<file path="src/pnau_pkg.sv">
package pnau_pkg;

  localparam logic [1:0] ACT_WRITE = 2'd0;
  localparam logic [1:0] ACT_READ  = 2'd1;
  localparam logic [1:0] ACT_TICK  = 2'd2;

  localparam logic [15:0] ADDR_P1_CTRL = 16'h4000;
  localparam logic [15:0] ADDR_P1_LO   = 16'h4002;
  localparam logic [15:0] ADDR_P1_HI   = 16'h4003;
  localparam logic [15:0] ADDR_P2_CTRL = 16'h4004;
  localparam logic [15:0] ADDR_P2_LO   = 16'h4006;
  localparam logic [15:0] ADDR_P2_HI   = 16'h4007;
  localparam logic [15:0] ADDR_TRI_HI  = 16'h400B;
  localparam logic [15:0] ADDR_N_CTRL  = 16'h400C;
  localparam logic [15:0] ADDR_N_PER   = 16'h400E;
  localparam logic [15:0] ADDR_N_LEN   = 16'h400F;
  localparam logic [15:0] ADDR_DMC_LVL = 16'h4011;
  localparam logic [15:0] ADDR_STATUS  = 16'h4015;
  localparam logic [15:0] ADDR_FRAME   = 16'h4017;

  localparam logic [20:0] CPU_CLOCK  = 21'd1789773;
  localparam logic [19:0] DIV_UNIT   = 20'd705600;
  localparam logic [13:0] PULSE_WGT  = 14'd8411;
  localparam logic [12:0] NOISE_WGT  = 13'd5525;
  localparam logic [8:0]  DMC_WGT    = 9'd439;

  function automatic logic duty_bit(input logic [1:0] duty, input logic [2:0] idx);
    logic [7:0] row;
    case (duty)
      2'd0:    row = 8'b0000_0010;
      2'd1:    row = 8'b0000_0110;
      2'd2:    row = 8'b0001_1110;
      default: row = 8'b1111_1001;
    endcase
    return row[idx];
  endfunction

  function automatic logic [11:0] noise_period_lut(input logic [3:0] code);
    case (code)
      4'd0:    return 12'd4;
      4'd1:    return 12'd8;
      4'd2:    return 12'd16;
      4'd3:    return 12'd32;
      4'd4:    return 12'd64;
      4'd5:    return 12'd96;
      4'd6:    return 12'd128;
      4'd7:    return 12'd160;
      4'd8:    return 12'd202;
      4'd9:    return 12'd254;
      4'd10:   return 12'd380;
      4'd11:   return 12'd508;
      4'd12:   return 12'd762;
      4'd13:   return 12'd1016;
      4'd14:   return 12'd2034;
      default: return 12'd4068;
    endcase
  endfunction

  typedef struct packed {
    logic start;
    logic [10:0] period;
  } div_req_t;

  typedef struct packed {
    logic busy;
    logic done;
  } div_stat_t;

endpackage

</file>
<file path="src/pnau_step_div.sv">
module pnau_step_div #(
  parameter int PHASE_BITS = 32
) (
  input  logic                    clk_i,
  input  logic                    rst_ni,
  input  pnau_pkg::div_req_t      req_i,
  output pnau_pkg::div_stat_t     stat_o,
  output logic [PHASE_BITS-1:0]   quot_o
);
  import pnau_pkg::*;

  localparam int CW = $clog2(PHASE_BITS + 1);

  // divisor up to 705600*2048 < 2^31
  logic [31:0] den_q, den_d;
  logic [32:0] rem_q, rem_d;
  logic [PHASE_BITS-1:0] quot_q, quot_d;
  logic [CW-1:0] cnt_q, cnt_d;
  logic busy_q, busy_d, done_q, done_d;
  logic [32:0] shifted;
  logic [33:0] diff;

  always_comb begin
    shifted = {rem_q[31:0], 1'b0};
    diff    = {1'b0, shifted} - {2'b00, den_q};
    den_d   = den_q;
    rem_d   = rem_q;
    quot_d  = quot_q;
    cnt_d   = cnt_q;
    busy_d  = busy_q;
    done_d  = 1'b0;
    if (req_i.start) begin
      den_d  = 32'(DIV_UNIT) * (32'(req_i.period) + 32'd1);
      rem_d  = 33'(CPU_CLOCK);
      quot_d = '0;
      cnt_d  = '0;
      busy_d = 1'b1;
    end else if (busy_q) begin
      if (!diff[33]) begin
        rem_d  = diff[32:0];
        quot_d = {quot_q[PHASE_BITS-2:0], 1'b1};
      end else begin
        rem_d  = shifted;
        quot_d = {quot_q[PHASE_BITS-2:0], 1'b0};
      end
      cnt_d = cnt_q + CW'(1);
      if (cnt_q == CW'(PHASE_BITS - 1)) begin
        busy_d = 1'b0;
        done_d = 1'b1;
      end
    end
  end

  always_ff @(posedge clk_i or negedge rst_ni) begin
    if (!rst_ni) begin
      busy_q <= 1'b0;
      done_q <= 1'b0;
      cnt_q  <= '0;
    end else begin
      busy_q <= busy_d;
      done_q <= done_d;
      cnt_q  <= cnt_d;
    end
  end

  always_ff @(posedge clk_i) begin
    den_q  <= den_d;
    rem_q  <= rem_d;
    quot_q <= quot_d;
  end

  assign stat_o.busy = busy_q;
  assign stat_o.done = done_q;
  assign quot_o      = quot_q;

endmodule

</file>
<file path="src/pulse_noise_audio_unit.sv">
// channel   | group  | tdata (low bit up)                           | tuser
// input     | s_axis | action[1:0] address[17:2] write_data[25:18] | -
// output    | m_axis | read_data[7:0] sample_value[26:8]           | result_kind
// A write or a read is done on accept; a tick steps the pulse channels in turn, skipping
// the division for each silent pulse channel, on the one restoring divider shared by both
// pulse channels.
// Reset is asynchronous, active low, and clears all channel state.
// Input is not ready while an item is at work or a result waits on m_axis.
module pulse_noise_audio_unit #(
  parameter int PHASE_BITS = 32
) (
  input  logic        clk_i,
  input  logic        rst_ni,
  input  logic        s_axis_tvalid,
  output logic        s_axis_tready,
  input  logic [31:0] s_axis_tdata,   // action, address, write_data
  output logic        m_axis_tvalid,
  input  logic        m_axis_tready,
  output logic [31:0] m_axis_tdata,   // read_data, sample_value
  output logic        m_axis_tuser    // result_kind
);
  import pnau_pkg::*;

  localparam logic [2:0] ST_IDLE = 3'd0;
  localparam logic [2:0] ST_DIV  = 3'd1;
  localparam logic [2:0] ST_WAIT = 3'd2;
  localparam logic [2:0] ST_MIX  = 3'd3;

  logic [2:0] st_q, st_d;
  logic       ch_q, ch_d;

  logic [1:0]  duty_q [2];
  logic        pfix_q [2];
  logic [3:0]  pvol_q [2];
  logic [3:0]  penv_q [2];
  logic [10:0] pper_q [2];
  logic [4:0]  plen_q [2];
  logic [PHASE_BITS-1:0] phase_q [2];
  logic        nfix_q, nshort_q;
  logic [3:0]  nvol_q, nenv_q;
  logic [11:0] nper_q;
  logic [15:0] ntim_q;
  logic [4:0]  nlen_q, tlen_q, en_q;
  logic [14:0] lfsr_q;
  logic [6:0]  dmc_q;
  logic        frame_q;
  logic [4:0]  psum_q;
  logic [3:0]  nout_q;
  logic        okind_q;
  logic [7:0]  ordata_q;
  logic [18:0] osample_q;
  logic        ovalid_q;

  logic [1:0]  act;
  logic [15:0] addr;
  logic [7:0]  wdat;
  logic        in_acc, out_acc;
  div_req_t    dreq;
  div_stat_t   dstat;
  logic [PHASE_BITS-1:0] dquot;
  logic        pact;
  logic [3:0]  plvl;
  logic [15:0] ntim_dec;
  logic        nfb;
  logic [14:0] lfsr_nx;
  logic [3:0]  nlvl;

  assign act    = s_axis_tdata[1:0];
  assign addr   = s_axis_tdata[17:2];
  assign wdat   = s_axis_tdata[25:18];
  assign s_axis_tready = (st_q == ST_IDLE) && !ovalid_q;
  assign in_acc  = s_axis_tvalid && s_axis_tready;
  assign out_acc = m_axis_tvalid && m_axis_tready;

  assign pact = (plen_q[ch_q] != 5'd0) && (pper_q[ch_q] >= 11'd8);
  assign plvl = pfix_q[ch_q] ? pvol_q[ch_q] : penv_q[ch_q];
  assign dreq.start  = (st_q == ST_DIV) && pact;
  assign dreq.period = pper_q[ch_q];

  pnau_step_div #(.PHASE_BITS(PHASE_BITS)) u_div (
    .clk_i (clk_i),
    .rst_ni(rst_ni),
    .req_i (dreq),
    .stat_o(dstat),
    .quot_o(dquot)
  );

  assign ntim_dec = ntim_q - 16'd1;
  assign nfb      = lfsr_q[0] ^ (nshort_q ? lfsr_q[6] : lfsr_q[1]);
  assign lfsr_nx  = (ntim_dec == 16'd0) ? {nfb, lfsr_q[14:1]} : lfsr_q;
  assign nlvl     = nfix_q ? nvol_q : nenv_q;

  always_comb begin
    st_d = st_q;
    ch_d = ch_q;
    case (st_q)
      ST_IDLE: if (in_acc && act == ACT_TICK) begin
        st_d = ST_DIV;
        ch_d = 1'b0;
      end
      ST_DIV: st_d = pact ? ST_WAIT : (ch_q ? ST_MIX : ST_DIV);
      ST_WAIT: if (dstat.done) begin
        st_d = ch_q ? ST_MIX : ST_DIV;
      end
      ST_MIX: st_d = ST_IDLE;
      default: st_d = ST_IDLE;
    endcase
    if ((st_q == ST_DIV && !pact) || (st_q == ST_WAIT && dstat.done)) begin
      ch_d = 1'b1;
    end
  end

  always_ff @(posedge clk_i or negedge rst_ni) begin
    if (!rst_ni) begin
      st_q <= ST_IDLE;
      ch_q <= 1'b0;
      ovalid_q <= 1'b0;
      for (int i = 0; i < 2; i++) begin
        duty_q[i] <= '0; pfix_q[i] <= '0; pvol_q[i] <= '0; penv_q[i] <= '0;
        pper_q[i] <= '0; plen_q[i] <= '0; phase_q[i] <= '0;
      end
      nfix_q <= 1'b0; nshort_q <= 1'b0; nvol_q <= '0; nenv_q <= '0;
      nper_q <= '0; ntim_q <= '0; nlen_q <= '0; tlen_q <= '0; en_q <= '0;
      lfsr_q <= 15'd1; dmc_q <= '0; frame_q <= 1'b0;
      psum_q <= '0; nout_q <= '0;
    end else begin
      st_q <= st_d;
      ch_q <= ch_d;
      if (out_acc) ovalid_q <= 1'b0;
      if (in_acc) begin
        case (act)
          ACT_WRITE: begin
            case (addr)
              ADDR_P1_CTRL, ADDR_P2_CTRL: begin
                duty_q[addr[2]] <= wdat[7:6];
                pfix_q[addr[2]] <= wdat[4];
                pvol_q[addr[2]] <= wdat[3:0];
              end
              ADDR_P1_LO, ADDR_P2_LO: pper_q[addr[2]][7:0] <= wdat;
              ADDR_P1_HI, ADDR_P2_HI: begin
                pper_q[addr[2]][10:8] <= wdat[2:0];
                plen_q[addr[2]] <= wdat[7:3];
                penv_q[addr[2]] <= 4'd15;
              end
              ADDR_TRI_HI: tlen_q <= wdat[7:3];
              ADDR_N_CTRL: begin
                nfix_q <= wdat[4];
                nvol_q <= wdat[3:0];
              end
              ADDR_N_PER: begin
                nshort_q <= wdat[7];
                nper_q <= noise_period_lut(wdat[3:0]);
              end
              ADDR_N_LEN: begin
                nlen_q <= wdat[7:3];
                nenv_q <= 4'd15;
              end
              ADDR_DMC_LVL: dmc_q <= wdat[6:0];
              ADDR_STATUS: begin
                en_q <= wdat[4:0];
                if (!wdat[0]) plen_q[0] <= '0;
                if (!wdat[1]) plen_q[1] <= '0;
                if (!wdat[2]) tlen_q <= '0;
                if (!wdat[3]) nlen_q <= '0;
              end
              ADDR_FRAME: frame_q <= wdat[6];
              default: ;
            endcase
          end
          ACT_READ: begin
            ovalid_q <= 1'b1;
            if (addr == ADDR_STATUS) frame_q <= 1'b0;
          end
          ACT_TICK: begin
            psum_q <= '0;
            nout_q <= '0;
            if (nlen_q != 5'd0) begin
              ntim_q <= (ntim_dec == 16'd0) ? 16'(nper_q) : ntim_dec;
              lfsr_q <= lfsr_nx;
              nout_q <= lfsr_nx[0] ? nlvl : 4'd0;
            end
          end
          default: ;
        endcase
      end
      if (st_q == ST_DIV && pact) begin
        psum_q <= psum_q + (duty_bit(duty_q[ch_q], phase_q[ch_q][PHASE_BITS-1 -: 3]) ?
                  5'(plvl) : 5'd0);
      end
      if (st_q == ST_WAIT && dstat.done) begin
        phase_q[ch_q] <= phase_q[ch_q] + dquot;
      end
      if (st_q == ST_MIX) ovalid_q <= 1'b1;
    end
  end

  always_ff @(posedge clk_i) begin
    if (in_acc && act == ACT_READ) begin
      okind_q   <= 1'b0;
      osample_q <= '0;
      ordata_q  <= (addr == ADDR_STATUS) ?
                   {1'b0, frame_q, 2'b00, nlen_q != 5'd0, tlen_q != 5'd0,
                    plen_q[1] != 5'd0, plen_q[0] != 5'd0} : 8'd0;
    end
    if (st_q == ST_MIX) begin
      okind_q   <= 1'b1;
      ordata_q  <= '0;
      osample_q <= 19'(PULSE_WGT * 19'(psum_q)) + 19'(NOISE_WGT * 19'(nout_q)) +
                   (en_q[4] ? 19'(DMC_WGT * 19'(dmc_q)) : 19'd0);
    end
  end

  assign m_axis_tvalid = ovalid_q;
  assign m_axis_tdata  = {5'd0, osample_q, ordata_q};
  assign m_axis_tuser  = okind_q;

`ifndef SYNTH
  a_no_accept_busy: assert property (@(posedge clk_i) disable iff (!rst_ni)
    (st_q != ST_IDLE) |-> !s_axis_tready) else $error("input taken mid tick");
  a_div_only_in_tick: assert property (@(posedge clk_i) disable iff (!rst_ni)
    dstat.busy |-> (st_q == ST_WAIT)) else $error("divider busy outside tick");
  a_mix_gives_sample: assert property (@(posedge clk_i) disable iff (!rst_ni)
    (st_q == ST_MIX) |=> (m_axis_tvalid && m_axis_tuser)) else $error("sample lost");
`endif

endmodule
</file>
<file path="config.mk">
export PLATFORM = sky130hd
export DESIGN_NAME = pulse_noise_audio_unit
export DESIGN_NICKNAME = d
export VERILOG_FILES = /design/src/pnau_pkg.sv /design/src/pnau_step_div.sv /design/src/pulse_noise_audio_unit.sv
export SDC_FILE = /design/constraint.sdc
export NUM_CORES = 1
export LEC_CHECK = 0
export ABC_CLOCK_PERIOD_IN_PS = 7910
export CELL_PAD_IN_SITES_DETAIL_PLACEMENT = 1
export CELL_PAD_IN_SITES_GLOBAL_PLACEMENT = 2
export CORE_ASPECT_RATIO = 0.8
export CORE_MARGIN = 5
export CORE_UTILIZATION = 43
export DETAILED_ROUTE_END_ITERATION = 12
export DONT_BUFFER_PORTS = 1
export GPL_ROUTABILITY_DRIVEN = 1
export PLACE_DENSITY_LB_ADDON = 0.3
export SYNTH_ARGS = -nofsm -noshare
export SYNTH_HDL_FRONTEND = slang
export SYNTH_SLANG_ARGS = --single-unit
export TNS_END_PERCENT = 20
</file>
<file path="constraint.sdc">
create_clock -name clk_i -period 7.91 [get_ports clk_i]
set_input_delay 1.582 -clock clk_i [delete_from_list [all_inputs] [get_ports clk_i]]
set_output_delay 1.582 -clock clk_i [all_outputs]
set_load 0.02 [all_outputs]
</file>
After elaboration in Yosys (flattened, before gate mapping)

Memory sizes are Yosys's and may differ from the RTL's. A register that Yosys moved wholly into a read port is not among the register bits.
Cells that the tools add are included.

Eq/ne operators: 29
Div/mod/pow operators: 0
Multiply operators: 4
Mux-type cells: 94
$add $sub $neg: 8
Bitwise operators: 4
Shifts and indexed selects: 0
Order comparisons: 6
Reduce and logical (&&, ||, !) cells: 57

Operators by type and width:

| operator                 | count |
|---|---|
| $eq A16 B15 Y1 const B   | 13 |
| $mux W32                 | 5 |
| $bwmux W64               | 1 |
| $mux W5                  | 11 |
| $mux W4                  | 12 |
| $bwmux W22               | 2 |
| $mux W11                 | 4 |
| $pmux W22 S2             | 1 |
| $mux W19                 | 2 |
| $sub A33 B32 Y34         | 1 |
| $add A32 B32 Y32         | 1 |
| $demux W32 S1            | 1 |
| $mul A14 B32 Y26 const A | 1 |
| $mux W16                 | 2 |
| $reduce_and A3 Y1        | 9 |
| $reduce_bool A5 Y1       | 5 |
| $pmux W8 S3              | 1 |
| $reduce_and A4 Y1        | 6 |
| $mux W1                  | 23 |
| $demux W11 S1            | 2 |
| $reduce_bool A2 Y1       | 11 |
| $pmux W10 S2             | 1 |
| $pmux W5 S2              | 2 |
| $add A19 B16 Y19         | 1 |
| 46 further kinds         | 84 |

Latch bits: 0
Memories kept: 1
ROM bits: 176
Output and inout port bits: 35
Bits in registers: 331
Bits of input ports: 36
RAM bits: 0

Memories:

| memory           | words | width | rd ports | clocked after Yosys merged registers in | wr ports | RTL line       | RTL |
|---|---|---|---|---|---|---|---|
| (name not given) | 16    | 11    | 1        | 1                                       | 0        | pnau_pkg.sv:39 | `case (code)` |

Depth between registers and ports, before layout

Depth after elaboration: 13
Mapped depth: 29

Cells and area by module

Synthesis repeated with hierarchy kept, for this count alone.

Cells, all modules: 2369
Area, all modules: 22835.7 um^2

Modules (own cells, without submodules):

| module                 | cells an instance | area an instance (um^2) | instances |
|---|---|---|---|
| pulse_noise_audio_unit | 1568              | 15362.2                 | 1 |
| pnau_step_div          | 801               | 7473.4                  | 1 |

Least setup slack after synthesis

Ideal clock, no wire load.

Kind: reg2reg
Start: register ch_q
End: register u_div.den_q[31], data pin
Arrival: 6.326 ns
Stages on the path, launching flop included: 28
Library setup time: 0.258 ns
Slack: 1.326 ns
Cell sequence: dfrtp_1 -> buf_1 -> clkbuf_1 -> clkbuf_1 -> buf_1 -> mux2_2 -> ha_1 -> nand3b_1 -> nor2_1 -> nand2_1 -> nor2_1 -> xnor2_1 -> ha_1 -> inv_1 -> fa_1 -> fa_1 -> fa_1 -> inv_1 -> ha_1 -> o21a_1 -> o211ai_1 -> o2bb2ai_1 -> nor2_1 -> nor3b_1 -> o31ai_1 -> a21o_1 -> a21oi_1 -> xnor2_1

Word-level cells in the longest chain between the ends: 6

Ends and longest elaborated chain:

| item                                        | RTL line                      | RTL |
|---|---|---|
| start: declaration                          | pulse_noise_audio_unit.sv:30  | `logic ch_q, ch_d;` |
| start signal: assignment                    | pulse_noise_audio_unit.sv:128 | `ch_q <= ch_d;` |
| $not A1 Y2 (not written as such)            | pulse_noise_audio_unit.sv:78  | `assign dreq.period = pper_q[ch_q];` |
| $mux W11 (not written as such) (3 in a row) | pulse_noise_audio_unit.sv:78  |  |
| $add A11 B1 Y12                             | pnau_step_div.sv:33           | `den_d = 32'(DIV_UNIT) * (32'(req_i.period) + 32'd1);` |
| $mul A14 B32 Y26                            | pnau_step_div.sv:33           |  |
| end signal: assignment                      | pnau_step_div.sv:67           | `den_q <= den_d;` |
| end: declaration                            | pnau_step_div.sv:15           | `logic [31:0] den_q, den_d;` |

Every way passes these cells. The select of a mux whose other input is x is not followed.
A chain may end at the register's enable or synchronous reset.

Worst setup path in the final report

Start: register ch_q
End: register u_div.den_q[28], data pin

The elaborated chain is that of the path after synthesis.

==> results <==
- The worst hold path belongs to the class reg2reg.
- Clock-pin slew was measured on the worst setup and hold paths at 0.06 ns.
- The endpoint identified for the worst register-to-register timing path is u_div.den_q[28].
- The number of H-tree levels is 2.
- Counting instances, the worst hold path has a depth of 1.
- The count of input and output buffers is 0.
- The worst-case headroom to the max-slew limit is between 20% and 30%.
- The most frequent standard cell in the layout excluding fill and tap cells is sky130_fd_sc_hd__ha_1.
- The placer's final routability congestion estimate is 0.828.
- The final sum of negative setup slack is 0 ns.
- The source-to-sink clock delay at the later pin of the worst-skew pair is 0.55 ns.
- The first global-routing pass estimated 91300 um of wire.
- The floorplan row count is 74.
- In the global route stage, met3 resource usage came out at 2.95%.
- The number of buffers and inverters on the critical path is 3.
- The core region is between 50000 and 60000 um^2.
- The count of antenna-violating nets left after detailed routing is 0.
- The largest driver fanout on the critical path is 5.
- The critical path's largest stage delay is 0.78 ns.
- The clock tree buffer depth is 3.
- The number of instances in the synthesized netlist is 2304.
- The average instance in the mapped netlist occupies 9.72 um^2.
- The origin of the critical flop-to-flop path is ch_q.
- The top cell types in the final layout, fill and taps aside, are 230 x sky130_fd_sc_hd__ha_1, 225 x sky130_fd_sc_hd__nand2_1, 205 x sky130_fd_sc_hd__inv_1.
- The CTS tree is yes.
- Setup repair after global routing left no endpoint under its margin.
- The portion of synthesized cell area occupied by the leading cell type is 23.0%.
- Dividing the detail-routed via count by the number of cells gives around 5.4.
- For hold timing, the worst endpoint is u_div.rem_q[0].
- The worst setup path is launched from a flip-flop.
- The total overflow left after global routing is 0.
- The worst path needs 6.87 ns of the cycle, external delays included.
- The final-stage net count is 2631.
- The share of final-layout standard cells stronger than drive strength 1 is 8.39%.
- The maximum number of pins on one net before global-route repair is 208.
- The synthesized design contains 45 enable-type register cells.
- The number of fillers in the final layout is just under 6000.
- The slowest stage cell on the critical path is sky130_fd_sc_hd__a2111oi_0.
- In this run the horizontal extent of the chip is roughly 270 um.
- After clock tree synthesis, the setup repair step added 0 buffers.
- The family of cells with the greatest summed delay on the critical path is adder cells.
- Across the run, the number of max-cap violations was 0.
- The synthesis warning total is 0.
- Summed over all instances, the cell type with the most area after synthesis is sky130_fd_sc_hd__dfrtp_1.
- CTS saw roughly 320 sinks.
- From synthesis to final layout, the design area changed by 8.30%.
- The logic depth of the worst register-to-register path is 22.
- The count of cells in the finished layout, fillers not included, comes to 2985.
- The required time of the worst setup path is roughly 8 ns.
- The max-slew violation total from the final report came to 0.
- The origin of the worst min-delay path is u_div.rem_q[0].
- The via count of the first global-routing pass is 17700.
- The floorplan step set the die height to between 200 and 250 um.
- The worst-case IR drop observed on VDD is approximately 0.17 mV.
- The routing layer with the top usage in global route is met2.
- The total of flip-flops plus latches after synthesis is 322.
- Based on the critical path, the design can be clocked at up to between 100 and 150 MHz.
- On the final layout, the worst clock skew is 0.0231 ns.
- Of the available clock period, the critical path in the final layout requires 86.8%.
- The worst hold slack is approximately 0.47 ns.
- The detailed router's first-iteration violation count is approximately 640.
- For this run, the share of the core covered by cells in the final layout is approximately 47%.
- In the routed design, unresolved DRC markers number 0.
- The signal on the critical path passes through mux2i_1 > inv_1 > ha_1 > nand3b_1 > nor2_1 > nand2_1 > nor2_1 > xnor2_1 > ha_1 > inv_1 > fa_1 > fa_1 > fa_1 > inv_1 > ha_1 > o21a_1 > a2111oi_0 > o31a_1 > a21oi_1 > a21o_1 > a21oi_1 > xnor2_1.
- For this run, asynchronously set or reset flops after synthesis account for 64.3%.
- Buffers inserted during clock tree synthesis total 37.
- During I/O placement, the number of pins put on the boundary was 71.
- Setup violations remaining at the end of the flow were counted as 0.
- The global-route total usage across every layer is 18.9%.
- The number of antenna cells inserted is 0.
- The run finished with clean final reports.
- The met2 demand-to-capacity share in global routing is 31.2%.
- In this run the cell area of the synthesized design comes to 22400 um^2.
- The most common flop cell mapped by yosys is sky130_fd_sc_hd__dfrtp_1.
- The HPWL after detailed placement is 38500 um.
- The starting utilization of the core area is a little over two fifths.
- The power per cell area is 179 nW/um^2.
- The number of hold violations in the final report is 0.
- The total placed cells including tap cells is 2917.
- The type of the setup path with the least slack is reg2reg.
- The initial antenna violation count was 0.
- The total power is 0.00434 W.
- For this design the static power due to leakage is 12.0 nW.
- The reg-to-reg setup timing slack is approximately 1.0 ns.
- Ranked by total cell area, the synthesized netlist is headed by sky130_fd_sc_hd__dfrtp_1 23%, sky130_fd_sc_hd__ha_1 13%, sky130_fd_sc_hd__fa_1 8.3%.
- Global routing consumed, on the met1 layer, 26.7% of the routing resources.
- Data on the critical path arrives at its endpoint at 7.15 ns.
- The number of different library cells in the post-synthesis netlist is 89.
- The routed design has 53300 um of wire.
- The via count is 16300.
- At the pin with the least slew margin, the transition time is 1.08 ns.
- For this design, the CTS-stage hold fixing added 0 buffers.
- The die covers 56800 um^2.
- The total of cells resized after clock tree synthesis is 0.
- After detailed routing, the average wire length per cell comes to 17.8 um.
- The share of the Yosys chip area taken by registers is 35.4%.
- The buffer cell driving the clock tree root is sky130_fd_sc_hd__clkbuf_16.
- For this run, the detailed router's first-pass iteration total came to 5.
- The endpoint kind of the worst setup timing path is a flip-flop.
-- stage by stage --
stage	setup WS, ns	cell area (um^2)
final	1.04	24200
after global routing	0.530	24200
after CTS	0.936	24200
after detailed placement	0.997	23000
after global placement	1.21	23000
after floorplan	1.33	22400
-- power by group --
| group | switching, W | total [W] | internal [W] |
|---|---|---|---|
| combinational | 0.000394 | 0.000656 | 0.000261 |
| sequential | 0.000116 | 0.00185 | 0.00174 |
| clock | 0.000739 | 0.00183 | 0.00109 |
| total | 0.00125 | 0.00434 | 0.00309 |
-- synthesized netlist by cell type (11+ instances only) --
cell and instances:
sky130_fd_sc_hd__nand2_1 226, sky130_fd_sc_hd__dfxtp_1 70, sky130_fd_sc_hd__nand2b_1 21, sky130_fd_sc_hd__nor2b_1 27
sky130_fd_sc_hd__edfxtp_1 45, sky130_fd_sc_hd__a21o_1 42, sky130_fd_sc_hd__a31oi_1 19, sky130_fd_sc_hd__a211oi_1 18
sky130_fd_sc_hd__buf_1 12, sky130_fd_sc_hd__and3_1 14, sky130_fd_sc_hd__o21a_1 19, sky130_fd_sc_hd__nand3_1 38
sky130_fd_sc_hd__o21bai_1 12, sky130_fd_sc_hd__dfrtp_1 206, sky130_fd_sc_hd__mux2i_1 59, sky130_fd_sc_hd__clkbuf_1 59
sky130_fd_sc_hd__nor2_1 142, sky130_fd_sc_hd__nor3_1 39, sky130_fd_sc_hd__mux2_2 84, sky130_fd_sc_hd__inv_1 205
sky130_fd_sc_hd__nand4_1 18, sky130_fd_sc_hd__fa_1 93, sky130_fd_sc_hd__a21oi_1 124, sky130_fd_sc_hd__or2_2 12
sky130_fd_sc_hd__o21ai_0 163, sky130_fd_sc_hd__o211ai_1 12, sky130_fd_sc_hd__nor3b_1 11, sky130_fd_sc_hd__ha_1 230
sky130_fd_sc_hd__xor2_1 53, sky130_fd_sc_hd__and2_1 16, sky130_fd_sc_hd__o31ai_1 19, sky130_fd_sc_hd__xnor2_1 59
-- cell families after synthesis --
| group | Yosys count | synth area share, % |
|---|---|---|
| compound gates | 503 | 13.9 |
| xor+xnor | 112 | 4.38 |
| fa+ha+maj | 323 | 21.2 |
| buf+inv | 296 | 5.28 |
| flops | 322 | 35.4 |
| mux | 144 | 6.93 |
| other cells | 1 | 0.0167 |
| simple gates | 603 | 12.9 |
-- routing by layer --
layer / wire, um / vias up
met3: 1660 / 61
met1: 26100 / 8078
met5: 0 / -
met4: 815 / 0
met2: 24700 / 176
li1: - / 7946
-- worst max path at each step --
stage	to	depth (start not counted)	start
floorplan	u_div.den_q[31]	27	ch_q
global placement	osample_q[17]	24	dmc_q[4]
detailed placement	u_div.den_q[28]	22	ch_q
CTS	u_div.den_q[28]	22	ch_q
global route	osample_q[18]	22	dmc_q[4]
finish	u_div.den_q[28]	22	ch_q
-- state kept, by name (all words and copies together) (netlist names), 6 cells and up --
name and flops:
penv_q 8, phase_q 64, u_div.quot_o 32, dmc_q 7, lfsr_q 15, u_div.cnt_q 6
osample_q 19, plen_q 10, u_div.rem_q 32, u_div.den_q 26, nper_q 11, ntim_q 16
pper_q 22, pvol_q 8
-- layout make-up --
cell class | count | area (um^2) | share of cell area, %
multi-input cells | 1693 | 13300 | 54.9
flip-flops and latches | 322 | 7940 | 32.7
clock buffers | 48 | 1030 | 4.25
well taps | 684 | 856 | 3.53
inverters | 207 | 777 | 3.20
clock inverters | 20 | 245 | 1.01
repair buffers | 11 | 82.6 | 0.341
No activity file was read; power rests on OpenSTA's default activity.
